$ cat config.mk
export PLATFORM = sky130hd
export DESIGN_NAME = nearest_free_pe_mapper
export DESIGN_NICKNAME = d
export VERILOG_FILES = /design/src/nfp_pkg.sv /design/src/nfp_ctrl.sv /design/src/nfp_datapath.sv /design/src/nearest_free_pe_mapper.sv
export SDC_FILE = /design/constraint.sdc
export NUM_CORES = 1
export LEC_CHECK = 0
export ABC_AREA = 1
export BUFFER_PORTS_ARGS = -buffer_cell sky130_fd_sc_hd__buf_4
export CELL_PAD_IN_SITES_DETAIL_PLACEMENT = 0
export CELL_PAD_IN_SITES_GLOBAL_PLACEMENT = 2
export CORE_MARGIN = 5
export CORE_UTILIZATION = 40
export DETAILED_ROUTE_END_ITERATION = 8
export GPL_TIMING_DRIVEN = 1
export PLACE_DENSITY = 0.79
export SLEW_MARGIN = 20
export SYNTH_ARGS = -nofsm -noshare
export SYNTH_HDL_FRONTEND = slang
export SYNTH_SLANG_ARGS = --single-unit
export TNS_END_PERCENT = 1
$ cat constraint.sdc
create_clock -name clock -period 12.7 [get_ports clock]
set_clock_uncertainty 0.2 [all_clocks]
set_input_delay 0.635 -clock clock [delete_from_list [all_inputs] [get_ports clock]]
set_output_delay 0.635 -clock clock [all_outputs]
set_load 0.02 [all_outputs]
$ cat src/nfp_pkg.sv
// Shared types, codes and helper functions for the nearest free PE mapper.
// Used by nfp_ctrl, nfp_datapath and nearest_free_pe_mapper; no dependencies.
package nfp_pkg;

   localparam int PE_MAX_DEF   = 64;
   localparam int MESH_X_DEF   = 8;
   localparam int TASK_MAX_DEF = 64;

   localparam int CRD_W  = 8;
   localparam int DIST_W = 9;

   typedef enum logic [1:0] {
      OP_START   = 2'd0,
      OP_PLACE   = 2'd1,
      OP_RELEASE = 2'd2,
      OP_NOP     = 2'd3
   } nfp_op_type;

   typedef enum logic [1:0] {
      STS_OK      = 2'd0,
      STS_TOO_FEW = 2'd1,
      STS_NO_FREE = 2'd2
   } nfp_sts_code_type;

   typedef enum logic [2:0] {
      ST_IDLE,
      ST_RECOUNT,
      ST_LOOKUP,
      ST_SCAN,
      ST_COMMIT
   } nfp_state_type;

   typedef struct packed {
      logic load_item;
      logic cfg_write;
      logic recount_step;
      logic read_src;
      logic scan_step;
      logic commit;
   } nfp_cmd_type;

   typedef struct packed {
      logic scan_last;
   } nfp_sts_type;

   typedef struct packed {
      logic [CRD_W-1:0] row;
      logic [CRD_W-1:0] col;
   } nfp_crd_type;

   function automatic nfp_crd_type nfp_coord(input logic [5:0] pe, input int mesh_x);
      nfp_crd_type c;
      int          r;
      int          row;
      row = 0;
      for (r = 1; r < 64; r++) begin
         if (int'(pe) >= r * mesh_x) begin
            row = r;
         end
      end
      c.row = CRD_W'(row);
      c.col = CRD_W'(int'(pe) - row * mesh_x);
      return c;
   endfunction

   function automatic logic [CRD_W-1:0] nfp_absdiff(input logic [CRD_W-1:0] a,
                                                   input logic [CRD_W-1:0] b);
      return (a > b) ? (a - b) : (b - a);
   endfunction

endpackage

$ cat src/nfp_ctrl.sv
// Controller state machine of the nearest free PE mapper.
// Drives handshakes and datapath commands; depends on nfp_pkg.
module nfp_ctrl (
   input  logic                 clock,
   input  logic                 reset,
   input  logic                 req_tvalid,
   output logic                 req_tready,
   input  logic [1:0]           req_tuser,
   output logic                 rsp_tvalid,
   input  logic                 rsp_tready,
   input  logic                 csr_valid,
   output logic                 csr_ready,
   output nfp_pkg::nfp_cmd_type cmd,
   input  nfp_pkg::nfp_sts_type sts
);

   nfp_pkg::nfp_state_type state_ff, state_in;
   logic                   rsp_tvalid_ff, rsp_tvalid_in;
   logic                   out_free;

   assign out_free   = !rsp_tvalid_ff || rsp_tready;
   assign rsp_tvalid = rsp_tvalid_ff;

   always_ff @(posedge clock) begin
      if (reset) begin
         state_ff      <= nfp_pkg::ST_IDLE;
         rsp_tvalid_ff <= 1'b0;
      end else begin
         state_ff      <= state_in;
         rsp_tvalid_ff <= rsp_tvalid_in;
      end
   end

   always_comb begin
      cmd           = '0;
      state_in      = state_ff;
      rsp_tvalid_in = rsp_tvalid_ff && !rsp_tready;
      req_tready    = 1'b0;
      csr_ready     = 1'b0;
      unique case (state_ff)
         nfp_pkg::ST_IDLE: begin
            csr_ready  = 1'b1;
            req_tready = !csr_valid;
            if (csr_valid) begin
               cmd.cfg_write = 1'b1;
               state_in      = nfp_pkg::ST_RECOUNT;
            end else if (req_tvalid) begin
               cmd.load_item = 1'b1;
               if (nfp_pkg::nfp_op_type'(req_tuser) == nfp_pkg::OP_PLACE) begin
                  state_in = nfp_pkg::ST_LOOKUP;
               end else begin
                  state_in = nfp_pkg::ST_COMMIT;
               end
            end
         end
         nfp_pkg::ST_RECOUNT: begin
            cmd.recount_step = 1'b1;
            if (sts.scan_last) begin
               state_in = nfp_pkg::ST_IDLE;
            end
         end
         nfp_pkg::ST_LOOKUP: begin
            cmd.read_src = 1'b1;
            state_in     = nfp_pkg::ST_SCAN;
         end
         nfp_pkg::ST_SCAN: begin
            cmd.scan_step = 1'b1;
            if (sts.scan_last) begin
               state_in = nfp_pkg::ST_COMMIT;
            end
         end
         nfp_pkg::ST_COMMIT: begin
            if (out_free) begin
               cmd.commit    = 1'b1;
               rsp_tvalid_in = 1'b1;
               state_in      = nfp_pkg::ST_IDLE;
            end
         end
         default: begin
            state_in = nfp_pkg::ST_IDLE;
         end
      endcase
   end

endmodule

$ cat src/nfp_datapath.sv
// Datapath of the nearest free PE mapper: busy map, free count, task table,
// nearest-element scan and result register. Depends on nfp_pkg.
module nfp_datapath #(
   parameter int PE_MAX   = nfp_pkg::PE_MAX_DEF,
   parameter int MESH_X   = nfp_pkg::MESH_X_DEF,
   parameter int TASK_MAX = nfp_pkg::TASK_MAX_DEF
) (
   input  logic                 clock,
   input  logic                 reset,
   input  nfp_pkg::nfp_cmd_type cmd,
   output nfp_pkg::nfp_sts_type sts,
   input  logic [39:0]          req_tdata,
   input  logic [1:0]           req_tuser,
   input  logic [6:0]           csr_data,
   output logic [15:0]          rsp_tdata,
   output logic [1:0]           rsp_tuser
);

   localparam int PE_W    = $clog2(PE_MAX);
   localparam int ACT_W   = $clog2(PE_MAX + 1);
   localparam int TASK_W  = $clog2(TASK_MAX);
   localparam int ACT_RST = (PE_MAX < 64) ? PE_MAX : 64;

   logic [ACT_W-1:0]  act_ff, act_in;
   logic [ACT_W-1:0]  free_ff;
   logic [PE_MAX-1:0] busy_ff;

   nfp_pkg::nfp_op_type op_ff;
   logic [5:0]          task_ff, pred_ff, target_ff;
   logic [6:0]          count_ff;

   logic [5:0] task_pe_mem [TASK_MAX];
   logic [5:0] src_ff;
   logic       src_ok_ff;

   logic [PE_W-1:0]            scan_ff, best_ff;
   logic [nfp_pkg::CRD_W-1:0]  row_ff, col_ff;
   logic                       found_ff;
   logic [nfp_pkg::DIST_W-1:0] best_d_ff;

   logic [1:0] rsp_sts_ff;
   logic [5:0] rsp_pe_ff;
   logic [3:0] rsp_hop_ff;

   logic [5:0]                 src_pe;
   nfp_pkg::nfp_crd_type       src_crd;
   logic [nfp_pkg::DIST_W-1:0] hop_d;
   logic                       take;
   logic [PE_W-1:0]            tgt_idx;
   logic                       tgt_in, tgt_busy;

   nfp_pkg::nfp_sts_code_type c_sts;
   logic [PE_W-1:0]           c_pe;
   logic [3:0]                c_hop;
   logic                      c_occ, c_rel;

   assign src_pe  = src_ok_ff ? src_ff : 6'd0;
   assign src_crd = nfp_pkg::nfp_coord(src_pe, MESH_X);
   assign hop_d   = nfp_pkg::DIST_W'(nfp_pkg::nfp_absdiff(row_ff, src_crd.row)) +
                    nfp_pkg::DIST_W'(nfp_pkg::nfp_absdiff(col_ff, src_crd.col));
   assign take    = !busy_ff[scan_ff] && (!found_ff || hop_d < best_d_ff);

   assign sts.scan_last = (ACT_W'(scan_ff) == act_ff - ACT_W'(1));

   assign tgt_idx  = PE_W'(target_ff);
   assign tgt_in   = (target_ff != 6'd0) && (target_ff < act_ff);
   assign tgt_busy = busy_ff[tgt_idx];

   always_comb begin
      if (csr_data < 7'd2) begin
         act_in = ACT_W'(2);
      end else if (32'(csr_data) > PE_MAX) begin
         act_in = ACT_W'(PE_MAX);
      end else begin
         act_in = ACT_W'(csr_data);
      end
   end

   always_comb begin
      c_sts = nfp_pkg::STS_OK;
      c_pe  = '0;
      c_hop = '0;
      c_occ = 1'b0;
      c_rel = 1'b0;
      unique case (op_ff)
         nfp_pkg::OP_START: begin
            if (free_ff < count_ff) begin
               c_sts = nfp_pkg::STS_TOO_FEW;
            end else if (!tgt_in || tgt_busy) begin
               c_sts = nfp_pkg::STS_NO_FREE;
            end else begin
               c_occ = 1'b1;
               c_pe  = tgt_idx;
            end
         end
         nfp_pkg::OP_PLACE: begin
            if (!found_ff) begin
               c_sts = nfp_pkg::STS_NO_FREE;
            end else begin
               c_occ = 1'b1;
               c_pe  = best_ff;
               c_hop = (best_d_ff > nfp_pkg::DIST_W'(15)) ? 4'd15 : best_d_ff[3:0];
            end
         end
         nfp_pkg::OP_RELEASE: begin
            if (tgt_in && tgt_busy) begin
               c_rel = 1'b1;
               c_pe  = tgt_idx;
            end
         end
         nfp_pkg::OP_NOP: begin
            c_sts = nfp_pkg::STS_OK;
         end
         default: begin
            c_sts = nfp_pkg::STS_OK;
         end
      endcase
   end

   always_ff @(posedge clock) begin
      if (reset) begin
         busy_ff <= {{(PE_MAX-1){1'b0}}, 1'b1};
         free_ff <= ACT_W'(ACT_RST - 1);
         act_ff  <= ACT_W'(ACT_RST);
      end else if (cmd.cfg_write) begin
         act_ff  <= act_in;
         free_ff <= '0;
      end else if (cmd.recount_step) begin
         free_ff <= free_ff + ACT_W'(!busy_ff[scan_ff]);
      end else if (cmd.commit) begin
         if (c_occ) begin
            busy_ff[c_pe] <= 1'b1;
            if (free_ff != '0) begin
               free_ff <= free_ff - ACT_W'(1);
            end
         end else if (c_rel) begin
            busy_ff[c_pe] <= 1'b0;
            free_ff       <= free_ff + ACT_W'(1);
         end
      end
   end

   always_ff @(posedge clock) begin
      if (cmd.load_item) begin
         op_ff     <= nfp_pkg::nfp_op_type'(req_tuser);
         task_ff   <= req_tdata[13:8];
         pred_ff   <= req_tdata[19:14];
         target_ff <= req_tdata[25:20];
         count_ff  <= req_tdata[32:26];
      end
   end

   always_ff @(posedge clock) begin
      if (cmd.commit && c_occ && (32'(task_ff) < TASK_MAX)) begin
         task_pe_mem[TASK_W'(task_ff)] <= 6'(c_pe);
      end
   end

   always_ff @(posedge clock) begin
      if (cmd.read_src) begin
         src_ff    <= task_pe_mem[TASK_W'(pred_ff)];
         src_ok_ff <= (32'(pred_ff) < TASK_MAX);
      end
   end

   always_ff @(posedge clock) begin
      if (reset) begin
         found_ff <= 1'b0;
      end else if (cmd.read_src || cmd.cfg_write) begin
         found_ff <= 1'b0;
      end else if (cmd.scan_step && take) begin
         found_ff <= 1'b1;
      end
   end

   always_ff @(posedge clock) begin
      if (cmd.read_src || cmd.cfg_write) begin
         scan_ff <= PE_W'(1);
         row_ff  <= '0;
         col_ff  <= nfp_pkg::CRD_W'(1);
      end else if (cmd.scan_step || cmd.recount_step) begin
         scan_ff <= scan_ff + PE_W'(1);
         if (col_ff == nfp_pkg::CRD_W'(MESH_X - 1)) begin
            col_ff <= '0;
            row_ff <= row_ff + nfp_pkg::CRD_W'(1);
         end else begin
            col_ff <= col_ff + nfp_pkg::CRD_W'(1);
         end
      end
      if (cmd.scan_step && take) begin
         best_ff   <= scan_ff;
         best_d_ff <= hop_d;
      end
   end

   always_ff @(posedge clock) begin
      if (cmd.commit) begin
         rsp_sts_ff <= c_sts;
         rsp_pe_ff  <= 6'(c_pe);
         rsp_hop_ff <= c_hop;
      end
   end

   assign rsp_tdata = {6'd0, rsp_hop_ff, rsp_pe_ff};
   assign rsp_tuser = rsp_sts_ff;

`ifndef NO_ASSERTIONS
   a_free_below_active: assert property (@(posedge clock) disable iff (reset)
      free_ff < act_ff)
      else $error("free count reached active element count");

   a_pe0_reserved: assert property (@(posedge clock) disable iff (reset)
      busy_ff[0])
      else $error("element 0 marked free");

   a_place_marks_busy: assert property (@(posedge clock) disable iff (reset)
      cmd.commit && (op_ff == nfp_pkg::OP_PLACE) && found_ff |=> busy_ff[best_ff])
      else $error("placed element not marked busy");
`endif

endmodule

$ cat src/nearest_free_pe_mapper.sv
// Nearest free PE mapper: a start, place, release or no-op transaction in, one result out.
// A start, release or no-op transaction goes from acceptance to the commit state, which
// registers its result; the next transaction can be accepted after the commit. A place
// transaction first looks up its predecessor's element in the task table, then scans the
// busy map, visiting one element per cycle, and then commits; it occupies the block until
// the commit. A result still waiting in the output register holds the commit of the next
// one. A csr_data write recounts free elements over active elements 1 to active_pe_count - 1,
// during which no transaction is accepted. A finished result waits in the output register
// while the next transaction is accepted.
// Depends on nfp_pkg, nfp_ctrl and nfp_datapath.
module nearest_free_pe_mapper #(
   parameter int PE_MAX   = nfp_pkg::PE_MAX_DEF,
   parameter int MESH_X   = nfp_pkg::MESH_X_DEF,
   parameter int TASK_MAX = nfp_pkg::TASK_MAX_DEF
) (
   input  logic        clock,
   input  logic        reset,
   input  logic        req_tvalid,
   output logic        req_tready,
   // app_id[7:0], task_id[13:8], pred_task_id[19:14], target_pe[25:20],
   // task_count[32:26], zero[39:33]
   input  logic [39:0] req_tdata,
   // opcode[1:0]
   input  logic [1:0]  req_tuser,
   output logic        rsp_tvalid,
   input  logic        rsp_tready,
   // chosen_pe[5:0], hop_distance[9:6], zero[15:10]
   output logic [15:0] rsp_tdata,
   // status[1:0]
   output logic [1:0]  rsp_tuser,
   input  logic        csr_valid,
   output logic        csr_ready,
   // active_pe_count
   input  logic [6:0]  csr_data
);

   nfp_pkg::nfp_cmd_type cmd;
   nfp_pkg::nfp_sts_type sts;

   nfp_ctrl u_ctrl (
      .clock      (clock),
      .reset      (reset),
      .req_tvalid (req_tvalid),
      .req_tready (req_tready),
      .req_tuser  (req_tuser),
      .rsp_tvalid (rsp_tvalid),
      .rsp_tready (rsp_tready),
      .csr_valid  (csr_valid),
      .csr_ready  (csr_ready),
      .cmd        (cmd),
      .sts        (sts)
   );

   nfp_datapath #(
      .PE_MAX   (PE_MAX),
      .MESH_X   (MESH_X),
      .TASK_MAX (TASK_MAX)
   ) u_datapath (
      .clock     (clock),
      .reset     (reset),
      .cmd       (cmd),
      .sts       (sts),
      .req_tdata (req_tdata),
      .req_tuser (req_tuser),
      .csr_data  (csr_data),
      .rsp_tdata (rsp_tdata),
      .rsp_tuser (rsp_tuser)
   );

endmodule
# Word level (Yosys, flattened, before mapping)
# Memories as Yosys holds them, arrays and structs flattened. A register that Yosys moved wholly into a read port is not among the register bits.
# Cells that the tools add are included.
op_classes:
  div_mod_pow: 0
  bitwise: 5
  addsub: 13
  n_shift: 0
  eq_ne: 15
  n_mux: 64
  multipliers: 0
  order_cmp: 19
  n_reduce_logical: 35
op_table:
  columns: ["cell", "count"]
  rows:
  - ["64-bit two-way mux", 2]
  - ["64-bit AND", 1]
  - ["64-bit inverter", 1]
  - ["64-bit bitwise OR", 1]
  - ["7-bit two-way mux", 7]
  - ["3-bit two-way mux", 10]
  - ["6-bit two-way mux", 5]
  - ["6-bit greater-or-equal comparator, second input constant", 4]
  - ["8-bit two-way mux", 3]
  - ["1-bit two-way mux", 23]
  - ["6-bit by 7-bit less-than comparator with 1-bit output, second input constant", 3]
  - ["6-bit case mux with 3 select lines", 1]
  - ["8-bit by 1-bit adder with 8-bit output, second input constant", 2]
  - ["8-bit subtractor", 2]
  - ["3-bit case mux with 5 select lines", 1]
  - ["7-bit by 1-bit subtractor with 7-bit output, second input constant", 2]
  - ["1-bit binary-select mux with 6-bit select", 2]
  - ["6-bit by 5-bit greater-or-equal comparator with 1-bit output, second input constant", 2]
  - ["2-bit two-way mux", 6]
  - ["8-bit by 8-bit adder with 9-bit output", 1]
  - ["9-bit by 4-bit > comparator with 1-bit output, second input constant", 1]
  - ["9-bit less-than comparator", 1]
  - ["8-bit by 3-bit == test with 1-bit output, second input constant", 1]
  - ["8-bit by 3-bit > comparator with 1-bit output", 1]
  - ["other kinds (43)", 68]
word_totals:
  word_cells: 172
  register_bits: 159
  output_inout_bits: 21
  ram_bits: 384
  rom_bits: 0
  in_bits: 54
  n_memories: 1
  latch_bits: 0
mem_list:
  columns: ["name", "words", "width", "rd", "rd_clocked_by_memory_dff", "wr", "line", "text"]
  rows:
  - ["u_datapath.task_pe_mem", 64, 6, 1, 1, 1, "nfp_datapath.sv:32", "logic [5:0] task_pe_mem [TASK_MAX];"]

# Logic depth before layout (Yosys ltp)
# Gate-level depths: netlist (run 1).
logic_depth:
  ltp_word: 16
  depth_mapped: 28

# By module
# A second synthesis (run 1) with hierarchy kept.
hier_totals:
  hier_cells: 2613
  area_unflattened_um2: 25871.1
by_module_without_submodules:
  columns: ["mod", "seq_area_each_um2", "area_each_um2", "cells_per_inst", "instances"]
  rows:
  - ["nfp_datapath", 15354.7, 25568.3, 2561, 1]
  - ["nfp_ctrl", 80.1, 302.8, 52, 1]

# Least setup slack after synthesis (run 1)
# OpenSTA, ideal clock, no wires.
synth_timing:
  path_kind: "reg2reg"
  start: "register u_datapath.src_ff[3], read port of u_datapath.task_pe_mem"
  end: "register u_datapath.best_d_ff[0] (netlist name) (enable)"
  required_time_ns: 12.108
  setup_slack_ns: 6.606
  t_arrival_ns: 5.502
  path_stages_with_launch: 28
  period_less_slack_ns: 6.094
  path_cell_list: "edfxtp_1 clkbuf_1 ha_1 fa_1 fa_1 inv_1 ha_1 inv_1 o21bai_1 nand3_1 nand3_1 nand2_1 mux2i_1 xor2_1 inv_1 ha_1 nand2_1 o21ai_0 a21oi_1 o21ai_0 xnor2_1 inv_1 ha_1 o21a_1 o21a_1 o21ai_0 nand2_1 a21oi_1"
synth_via:
  elab_chain_len: 16
  word_cells_on_any_way: 28
  classes_between: "add/sub (6); order compare (10); mux (9); reduce/logical (3)"
synth_rtl:
  columns: ["item", "line", "text"]
  rows:
  - ["start, declared", "nfp_datapath.sv:33", "logic [5:0] src_ff;"]
  - ["6-bit by 4-bit greater-or-equal comparator with 1-bit output", "nfp_pkg.sv:57", "if (int'(pe) >= r * mesh_x) begin"]
  - ["1-bit two-way mux", "nfp_pkg.sv:57", null]
  - ["2-bit two-way mux (2 in series)", "nfp_pkg.sv:57", null]
  - ["3-bit two-way mux (4 in series)", "nfp_pkg.sv:57", null]
  - ["6-bit by 6-bit subtractor with 7-bit output", "nfp_pkg.sv:62", "c.col = CRD_W'(int'(pe) - row * mesh_x);"]
  - ["8-bit subtractor / 8-bit > comparator (equally long branches)", "nfp_pkg.sv:68", "return (a > b) ? (a - b) : (b - a);"]
  - ["8-bit two-way mux", "nfp_pkg.sv:68", null]
  - ["8-bit by 8-bit adder with 9-bit output *", "nfp_datapath.sv:59", "assign hop_d = nfp_pkg::DIST_W'(nfp_pkg::nfp_absdiff(row_ff, src_crd.row)) +"]
  - ["named net u_datapath.hop_d (one bit)", "nfp_datapath.sv:47", "logic [nfp_pkg::DIST_W-1:0] hop_d;"]
  - ["9-bit less-than comparator *", "nfp_datapath.sv:61", "assign take = !busy_ff[scan_ff] && (!found_ff || hop_d < best_d_ff);"]
  - ["1-bit logical OR *", "nfp_datapath.sv:61", null]
  - ["1-bit logical AND *", "nfp_datapath.sv:61", null]
  - ["1-bit logical AND *", "nfp_datapath.sv:190", "if (cmd.scan_step && take) begin"]
  - ["end signal, assigned", "nfp_datapath.sv:192", "best_d_ff <= hop_d;"]
  - ["end, declared", "nfp_datapath.sv:39", "logic [nfp_pkg::DIST_W-1:0] best_d_ff;"]
# Mark *: on every way through the listed nets, which the timed path passes. The rest lies on a longest branch.
# A chain may end at the register's enable or synchronous reset.

# Final worst setup path (run 1)
layout_timing:
  start: "register u_datapath.src_ff[3], read port of u_datapath.task_pe_mem"
  end: "register u_datapath.best_d_ff[6] (netlist name) (enable)"
# Same word-level chain as after synthesis.

==> reports/metrics.yaml, run 1 <==
worst_setup_path:
  critPathMaxFanout: 9
  cp-start-kind: "flip-flop"
  crit_arrival_ns: 6.66
  endpoint_kind: "flip-flop"
  worstSetupPathType: "reg2reg"
  path_common_cell: "inv_1"
  worst_ep_required_time_ns: 12.83
  max_stage_delay_ns: 0.55
  cpMaxStageDelayCell: "a21oi_1"
route:
  postRouteAntennaNets: 0
  drc: 0
  vias_per_cell: 5.35
  drtIter0Drc: 1475
  drt_first_pass_iters: 5
  post_drt_wl_per_cell_um: 20.4
  num_vias: 18895
  routed_wl_um: 71900
clocking:
  clockRootBuffer: "clkbuf_16"
  cts_buffer_depth: 3
  htree_num_levels: 2
  clock-sinks: 549
  cts_tree: "yes"
  cts.reportedPaths.clkPinSlew_ns: 0.06
  clock_latency_ns: 0.66
  numCtsBuffers: 60
yosys:
  synth-seq-cells: 549
  synth_edf_count: 444
  syn_area_mm2: 0.0256
  synth_area_leaders: "edfxtp_1 (52%), dfxtp_1 (8.2%), nor2_1 (6.8%), o21ai_0 (6.0%), nand2_1 (4.2%)"
  synth.largest_area_cell: "edfxtp_1"
  synth_cells: 2605
  synth_ff_type: "edfxtp_1"
  synth_warnings: 0
  ys_seq_area_frac: 0.603
  yosys.area.top_type_share: 0.521
  async_flop_share: 0
  synth_cell_types: 54
  postSynthAreaPerCell_um2: 9.83
sta:
  worst_pin_slew_ns: 1.16
  fmax_mhz: 153
  setup_viol: 0
  min_period_ns: 6.53
  grt_setup_unrepaired: "no"
  period_share: 0.515
  slew_headroom: 0.224
  drv_slew: 0
  tns_ns: 0
  hold_viol_final: 0
cells_and_area:
  diodes: 0
  multi_input_area_mm2: 0.00872
  seqCellArea_mm2: 0.0154
  nNetsFinal: 2759
  area_growth_pct: 13.2
  fill_cells: 5943
  final_cell_mix: "nor2_1 (459), edfxtp_1 (444), o21ai_0 (306), nand2_1 (286), inv_1 (206)"
  drive_gt1_frac: 0.0790
  final_common_cell: "nor2_1"
grt:
  grt_pass1_wl_um: 111000
  antenna_found_initial: 1
  overflow: 0
  grt_pass1_vias: 18496
  grtUsageTotal: 0.203
  grt_max_degree: 194
die:
  start_util: 0.405
  die_x_um: 263
  num_rows: 92
  core_mm2: 0.0632
  fp.dieH_um: 263
  io_pins: 75
  dieArea_mm2: 0.0692
pwr:
  ir_drop_uv: 123
  power_w: 0.00431
  p_leak_nw: 10.3
  cellPowerDensity_mw_per_mm2: 149
job:
  max_cap_viol_count: 0
placement:
  routabilityCongestion: 0.839
  post-dp-hpwl_um: 43700
  numPortBuffers: 53
min_path:
  hold_class: "in2reg"
run_status:
  status: "completed"
## logic make-up after synthesis
group	count (synthesis)	synth area share
fa+ha+maj	69	0.0361
xor+xnor	30	0.0103
compound gates	615	0.133
buf+inv	362	0.0582
simple gates	976	0.158
other cells	1	0.000146
flops	549	0.603
mux	3	0.00117
## stage by stage
stage / worst slack [ns] / utilization / area [um^2] / hold slack, ns / std cells
3_3_place_gp: 6.11 / 0.422 / 26700 / 0.248 / 3392
2_1_floorplan: 6.61 / - / 25600 / 0.206 / 2610
5_1_grt: 5.58 / 0.459 / 29000 / 0.0565 / 3530
4_1_cts: 6.08 / 0.458 / 29000 / 0.0155 / 3529
6_report: 6.17 / 0.459 / 29000 / 0.0607 / 3530
3_5_place_dp: 6.10 / 0.422 / 26700 / 0.265 / 3392
## final timing paths
path / startpoint / end / slack, ns / cells past startpoint
max: u_datapath.src_ff[3]$_DFFE_PP_ / u_datapath.best_d_ff[6]$_DFFE_PP_ / 6.17 / 28
min: csr_data[2] / u_datapath.act_ff[2]$_SDFFE_PP0P_ / 0.06 / 3
max reg2reg: u_datapath.src_ff[3]$_DFFE_PP_ / u_datapath.best_d_ff[6]$_DFFE_PP_ / 6.17 / 28
min reg2reg: flip-flop / flip-flop / 0.27 / 2
## power by group
group          internal (W)  switching (W)  leakage [nW]  total [W]
clock               0.00105       0.000738         0.981    0.00179
combinational      0.000171       0.000359          4.68   0.000530
sequential          0.00197      0.0000223          4.66    0.00199
## synth_stat cells, drive strengths merged, types with 2 or more instances
master	count
nor3	14
o211ai	10
o32ai	6
or2	3
fa	8
clkbuf	105
nor4	5
o21a	4
edfxtp	444
o221ai	12
xor2	23
mux2i	3
o22ai	110
o21bai	7
nand3	168
dfxtp	105
a21oi	138
nor2	470
a211oi	4
o31ai	4
nand2	299
nand4	12
ha	61
xnor2	7
a21o	2
inv	215
nor3b	2
o311ai	4
o21ai	308
buf	42
## critical path: cells and delay by family (launching register included)
kind,cells,cell delay (ns)
muxes,1,0.29
xor gates and xnor gates,2,0.33
DFF,1,0.41
AOI/OAI and AO/OA,8,1.76
buffers and inverters,6,0.64
adders and majority gates,6,2.05
and+or+nand+nor,5,0.57
## area by class of cell
| class | instances | share of cell area |
|---|---|---|
| clock inverters | 40 | 0.0167 |
| repair buffers | 111 | 0.0320 |
| multi-input cells | 1699 | 0.301 |
| well taps | 846 | 0.0365 |
| flip-flops and latches | 549 | 0.533 |
| clock buffers | 70 | 0.0531 |
| inverters | 215 | 0.0280 |
## layer usage
layer  up-vias  share of wire  global-route usage
met5         -              0                   0
met4         0          0.030              0.0647
met3       125          0.044              0.0260
met2       464           0.48               0.340
met1      9172           0.44               0.276
li1       9134              -                   -
## timing repair
action,4_1_cts,5_1_grt
gates resized for setup,0,0
hold endpoints to repair,27,0
setup buffers,0,0
hold buffers,27,0
(Power assumes the default switching activity.)
==> run 2: changes to the inputs <==
Settings changed: ABC_AREA 1 to 0, PLACE_DENSITY 0.79 to 0.72.
Clock period 12.7 ns to 6.3 ns, I/O delays scaled along.
==> run 2 against run 1 <==
  * Final cell count down 23%
  * Design area up 0.56%
  * Core utilization up 0.60 points
  * Critical path depth down 3
  * First-iteration DRC count down 9.8%
  * Register-to-register slack worse by 5.9 ns
  * Clock-buffer cell count up 4
  * Non-clock buffer count up 73
  * Sequential power up 100%
  * Area after synthesis down 1.6%
  * Wire length down 13%
  * Critical path type unchanged
  * Critical endpoint is now u_datapath.best_d_ff[5]$_DFFE_PP_
==> reports/metrics.yaml, run 2 <==
run_status:
  status: "completed"
grt:
  grtUsageTotal: 0.182
  grt_max_degree: 74
  antenna_found_initial: 0
  grt_pass1_vias: 15062
  overflow: 0
  grt_pass1_wl_um: 94600
cells_and_area:
  final_common_cell: "edfxtp_1"
  diodes: 0
  final_cell_mix: "edfxtp_1 (444), mux4_2 (154), buf_4 (139), nor2_1 (133), dfxtp_1 (105)"
  seqCellArea_mm2: 0.0154
  multi_input_area_mm2: 0.00901
  final_core_utilization: 0.464
  nNetsFinal: 1940
  drive_gt1_frac: 0.226
  area_growth_pct: 15.6
  final_cell_area_mm2: 0.0291
  fill_cells: 5441
min_path:
  hold_class: "in2reg"
  hold_start: "reset"
sta:
  hold_viol_final: 0
  slew_headroom: 0.209
  holdWs_ns: 0.0457
  fmax_mhz: 166
  setup_viol: 0
  min_period_ns: 6.01
  drv_slew: 0
  period_share: 0.954
  worst_pin_slew_ns: 1.19
  tns_ns: 0
worst_setup_path:
  critPathMaxFanout: 7
  timing.critical_path.to: "u_datapath.best_d_ff[5]$_DFFE_PP_"
  crit_arrival_ns: 6.15
  worst_ep_required_time_ns: 6.44
  endpoint_kind: "flip-flop"
  timing.rr.start: "u_datapath.src_ff[3]$_DFFE_PP_"
  worstSetupPathType: "reg2reg"
  rr_worst_depth: 25
  startpoint: "u_datapath.src_ff[3]$_DFFE_PP_"
  cp-start-kind: "flip-flop"
  rrSetupSlack_ns: 0.29
  r2r-end: "u_datapath.best_d_ff[5]$_DFFE_PP_"
yosys:
  synth_area_leaders: "edfxtp_1 (53%), mux4_2 (14%), dfxtp_1 (8.3%), ha_1 (3.0%), nor2_1 (2.0%)"
  synth_cells: 1689
  synth_warnings: 0
  ys_seq_area_frac: 0.612
  synth-seq-cells: 549
  synth_ff_type: "edfxtp_1"
  synth_edf_count: 444
  ys_top_cells_by_count: "edfxtp_1 (444), mux4_2 (154), nor2_1 (134)"
  synth.most_common_cell: "edfxtp_1"
  synth_cell_types: 77
  syn_area_mm2: 0.0252
  yosys.area.top_type_share: 0.529
  postSynthAreaPerCell_um2: 14.9
  synth.largest_area_cell: "edfxtp_1"
  async_flop_share: 0
placement:
  placed_cell_area_mm2: 0.0268
  post-dp-hpwl_um: 40700
  routabilityCongestion: 0.801
  numPortBuffers: 53
route:
  postRouteAntennaNets: 0
  post_drt_wl_per_cell_um: 23.0
  drc: 0
  drt_first_pass_iters: 7
  drtIter0Drc: 1331
  num_vias: 14986
  routed_wl_um: 62500
  vias_per_cell: 5.53
die:
  num_rows: 92
  start_util: 0.402
  dieArea_mm2: 0.0681
  core_mm2: 0.0627
  die_x_um: 261
  io_pins: 75
  fp.dieH_um: 261
clocking:
  htree_num_levels: 2
  clock-sinks: 549
  cts.reportedPaths.clkPinSlew_ns: 0.06
  numCtsBuffers: 58
  cts_tree: "yes"
  clock_latency_ns: 0.63
  clockRootBuffer: "clkbuf_16"
  cts_buffer_depth: 3
pwr:
  power.switching_w: 0.00202
  swShare: 0.245
  ir_drop_uv: 252
  cellPowerDensity_mw_per_mm2: 282
  internal_power_w: 0.00621
  p_clk_frac: 0.399
  power_w: 0.00822
  pwr-share-comb: 0.109
  p_leak_nw: 10.5
  power.share.sequential: 0.492
job:
  max_cap_viol_count: 0
==> run 2: cell count changes in the layout (fill, tap and decap cells not counted), moves of 20 or more <==
cell,change
a311oi_1,+35
nor2_1,-326
buf_4,+57
a21oi_1,-68
and4_1,+23
mux4_2,+154
nand3_1,-142
nor3_1,+25
inv_1,-130
a31oi_1,+29
nand2_1,-226
mux2i_1,+20
o22ai_1,-107
o21ai_0,-282
==> run 2: logic make-up (layout without fill, tap and decap cells) <==
kind of cell,Yosys count,after routing,share of synthesized area
flops,549,549,0.612
simple gates,371,371,0.0738
mux,183,183,0.151
other cells,1,6,0.000149
compound gates,270,270,0.0760
buf+inv,200,372,0.0339
xor+xnor,46,46,0.0160
fa+ha+maj,69,69,0.0366
==> run 2: per-stage QoR <==
| stage | cells | setup WS (ns) |
|---|---|---|
| 6_report | 2712 | 0.287 |
| 5_1_grt | 2712 | -0.0172 |
| 4_1_cts | 2706 | 0.122 |
| 3_5_place_dp | 2557 | 0.133 |
| 3_3_place_gp | 2557 | 0.183 |
| 2_1_floorplan | 1694 | 0.0458 |
==> run 2: worst max-delay path: stages (launching register included) <==
cell      delay (ns)
edfxtp_1        0.40
inv_1           0.06
ha_1            0.23
fa_2            0.36
fa_1            0.57
inv_1           0.05
ha_1            0.28
buf_4           0.17
a21oi_2         0.14
o21ai_1         0.08
and2_1          0.21
o21ai_4         0.21
mux2_4          0.33
inv_1           0.08
fa_1            0.38
inv_1           0.09
ha_1            0.23
a21o_1          0.15
a21o_1          0.17
a21o_1          0.17
a21o_1          0.17
a21o_1          0.17
a21o_1          0.18
a211o_1         0.32
a21oi_4         0.17
buf_2           0.19
==> run 2: repair_timing <==
| item | 4_1_cts | 5_1_grt |
|---|---|---|
| setup endpoints to repair | 0 | 15 |
| hold endpoints to repair | 38 | 0 |
| buffers inserted | 0 | 4 |
| gates resized for setup | 0 | 11 |
| hold buffers | 40 | 0 |
==> run 2: worst min path at each step <==
stage / to / cells past startpoint
after detailed placement: flip-flop / 2
after global placement: flip-flop / 2
after floorplan: u_datapath.best_ff[2]$_DFFE_PP_ / 0
after global routing: u_datapath.act_ff[2]$_SDFFE_PP0P_ / 2
final: u_datapath.act_ff[1]$_SDFFE_PP0P_ / 2
after CTS: u_datapath.act_ff[1]$_SDFFE_PP0P_ / 2
==> run 2: power groups by stage <==
stage                     registers, W  clock network (W)  logic, W
after floorplan                0.00407                  0  0.000642
after global placement         0.00413                  0  0.000848
after detailed placement       0.00413                  0  0.000857
after CTS                      0.00405            0.00336  0.000881
after global routing           0.00405            0.00353  0.000993
final                          0.00405            0.00328  0.000897
==> run 2: cell type report <==
type                    instances  share of cell area
flip-flops and latches        549               0.530
well taps                     846              0.0363
multi-input cells             945               0.309
repair buffers                184              0.0520
clock buffers                  74              0.0522
clock inverters                35              0.0104
inverters                      79              0.0102
==> run 2: routing by layer <==
layer	routed length, um	share of wire	vias up	global-route usage
met3	3360	0.054	75	0.0258
li1	-	-	6877	-
met5	0	0	-	0
met2	29700	0.47	380	0.294
met4	1140	0.018	0	0.0415
met1	28300	0.45	7654	0.265
==> run 3: changes to the inputs <==
Settings changed: ABC_CLOCK_PERIOD_IN_PS set to 6160.
Clock period 6.3 ns to 6.16 ns, I/O delays scaled along.
==> run 3 against run 2 <==
  * Non-clock buffer count fell by 41
  * Total power up 7.0%
  * Sequential power increased by 2%
  * Clock power rose by 14%
  * Sequential cell count stayed put
  * Worst hold slack improved by 0.023 ns
  * Combinational power grew 3.0%
  * Via count down 0.80%
  * Design area barely moved
  * Die area stayed put
  * Sequential share of layout area about the same
  * Core utilization is essentially flat
  * Largest cell class unchanged
==> reports/metrics.yaml, run 3 (synthesis results as in run 2) <==
worst_setup_path:
  timing.critical_path.to: "u_datapath.best_ff[4]$_DFFE_PP_"
  startpoint: "u_datapath.src_ff[3]$_DFFE_PP_"
  worst_ep_required_time_ns: 6.28
  crit_arrival_ns: 6.03
  crit_cells: 24
  critPathMaxFanout: 11
  crit_family: "adder cells"
  r2r-end: "u_datapath.best_ff[4]$_DFFE_PP_"
  rrSetupSlack_ns: 0.25
  path_buf_inv: 5
  timing.rr.start: "u_datapath.src_ff[3]$_DFFE_PP_"
  worstSetupPathType: "reg2reg"
  rr_worst_depth: 24
  endpoint_kind: "flip-flop"
  cp_cell_sequence: "inv_1, ha_2, fa_2, fa_1, inv_1, ha_4, nand2_1, or3_4, buf_4, nand3_1, o21a_1, nand3_1, or3_1, and4b_1, ha_1, inv_1, nor2_1, nor2_1, xnor2_1, ha_1, a21o_1, a211o_1, a21oi_4, buf_6"
  cpMaxStageDelayCell: "fa_1"
  max_stage_delay_ns: 0.57
  path_common_cell: "inv_1"
  cp-start-kind: "flip-flop"
clocking:
  htree_num_levels: 2
  clockRootBuffer: "clkbuf_16"
  cts_buffer_depth: 3
  numCtsBuffers: 59
  clock_latency_ns: 0.65
  clock-sinks: 549
  cts_tree: "yes"
  cts.reportedPaths.clkPinSlew_ns: 0.06
cells_and_area:
  diodes: 0
  nNetsFinal: 1900
  final_cell_mix: "edfxtp_1 (444), mux4_2 (154), nor2_1 (133), dfxtp_1 (104), buf_4 (98)"
  fill_cells: 5438
  final_core_utilization: 0.464
  area_growth_pct: 15.6
  drive_gt1_frac: 0.223
  final_common_cell: "edfxtp_1"
pwr:
  power.switching_w: 0.00213
  p_leak_nw: 10.4
  swShare: 0.243
  power.share.sequential: 0.471
  p_clk_frac: 0.424
  cellPowerDensity_mw_per_mm2: 302
  ir_drop_uv: 228
  internal_power_w: 0.00666
  pwr-share-comb: 0.105
sta:
  setup_slack_ns: 0.254
  fmax_mhz: 169
  setup_viol: 0
  min_period_ns: 5.91
  worst_pin_slew_ns: 1.03
  slew_headroom: 0.313
  drv_slew: 0
  period_share: 0.959
  hold_viol_final: 0
die:
  start_util: 0.402
  core_mm2: 0.0627
  io_pins: 75
  num_rows: 92
  die_x_um: 261
  dieArea_mm2: 0.0681
  fp.dieH_um: 261
route:
  postRouteAntennaNets: 0
  num_vias: 14866
  drt_first_pass_iters: 5
  routed_wl_um: 61800
  drc: 0
  post_drt_wl_per_cell_um: 23.1
  vias_per_cell: 5.56
  drtIter0Drc: 1259
placement:
  numPortBuffers: 53
  routabilityCongestion: 0.789
  dp_slack_ns: 0.0711
  post-dp-hpwl_um: 39300
grt:
  grt_pass1_vias: 14855
  grtUsageTotal: 0.180
  grt_pass1_wl_um: 93500
  overflow: 0
  antenna_found_initial: 2
  grt_max_degree: 74
job:
  max_cap_viol_count: 0
run_status:
  status: "completed"
min_path:
  hold_class: "in2reg"
run 3: routing by layer:
layer | global-route usage | routed length, um
met5 | 0 | 27
met3 | 0.0320 | 3320
met1 | 0.262 | 28100
met4 | 0.0400 | 1130
met2 | 0.286 | 29200
run 3: what timing repair did:
| action | in CTS | in global routing |
|---|---|---|
| hold endpoints to repair | 38 | 0 |
| setup buffers | 0 | 3 |
| resized for setup | 0 | 24 |
| hold buffers | 40 | 0 |
| setup endpoints to repair | 0 | 15 |
run 3: worst min-delay path by stage:
stage,startpoint,endpoint,slack (ns),depth (start not counted)
2_1_floorplan,u_datapath.scan_ff[2]$_SDFFE_PP0P_,u_datapath.best_ff[2]$_DFFE_PP_,0.21,0
3_3_place_gp,flip-flop,flip-flop,0.27,2
3_5_place_dp,req_tdata[15],u_datapath.pred_ff[1]$_DFFE_PP_,0.29,1
4_1_cts,reset,u_datapath.act_ff[0]$_SDFFE_PP0P_,0.04,2
5_1_grt,reset,u_datapath.act_ff[0]$_SDFFE_PP0P_,0.07,2
6_report,reset,u_datapath.act_ff[0]$_SDFFE_PP0P_,0.07,2
run 3: layout make-up:
class | count | area [um^2] | share of cell area
Sequential cell | 549 | 15400 | 0.530
Inverter | 79 | 298 | 0.0102
Timing Repair Buffer | 143 | 1190 | 0.0409
Clock buffer | 63 | 1490 | 0.0512
Multi-Input combinational cell | 945 | 9060 | 0.311
Tap cell | 846 | 1060 | 0.0363
Clock inverter | 49 | 591 | 0.0203
run 3: worst register-to-register path, cell delays in order (launching register included):
cell and delay, ns:
edfxtp_1 0.39, inv_1 0.07, ha_2 0.19, fa_2 0.35
fa_1 0.57, inv_1 0.08, ha_4 0.27, nand2_1 0.06
or3_4 0.38, buf_4 0.19, nand3_1 0.09, o21a_1 0.13
nand3_1 0.16, or3_1 0.34, and4b_1 0.22, ha_1 0.34
inv_1 0.07, nor2_1 0.14, nor2_1 0.07, xnor2_1 0.22
ha_1 0.28, a21o_1 0.16, a211o_1 0.28, a21oi_4 0.21
buf_6 0.16
run 3: power by group through the flow:
stage               sequential [W]  clock [W]  combinational, W
finish                     0.00414    0.00373          0.000924
global placement           0.00422          0          0.000867
CTS                        0.00414    0.00383          0.000902
global route               0.00415    0.00400           0.00103
floorplan                  0.00416          0          0.000657
detailed placement         0.00422          0          0.000878
run 3: stage by stage:
| step | hold slack, ns | area (um^2) | cells | setup TNS, ns | total power, W |
|---|---|---|---|---|---|
| 4_1_cts | 0.0436 | 29000 | 2670 | 0 | 0.00887 |
| 2_1_floorplan | 0.206 | 25200 | 1694 | 0 | 0.00482 |
| 3_5_place_dp | 0.287 | 26500 | 2518 | 0 | 0.00510 |
| 3_3_place_gp | 0.273 | 26500 | 2518 | 0 | 0.00509 |
| 5_1_grt | 0.0664 | 29100 | 2674 | -0.776 | 0.00917 |
| 6_report | 0.0683 | 29100 | 2674 | 0 | 0.00880 |
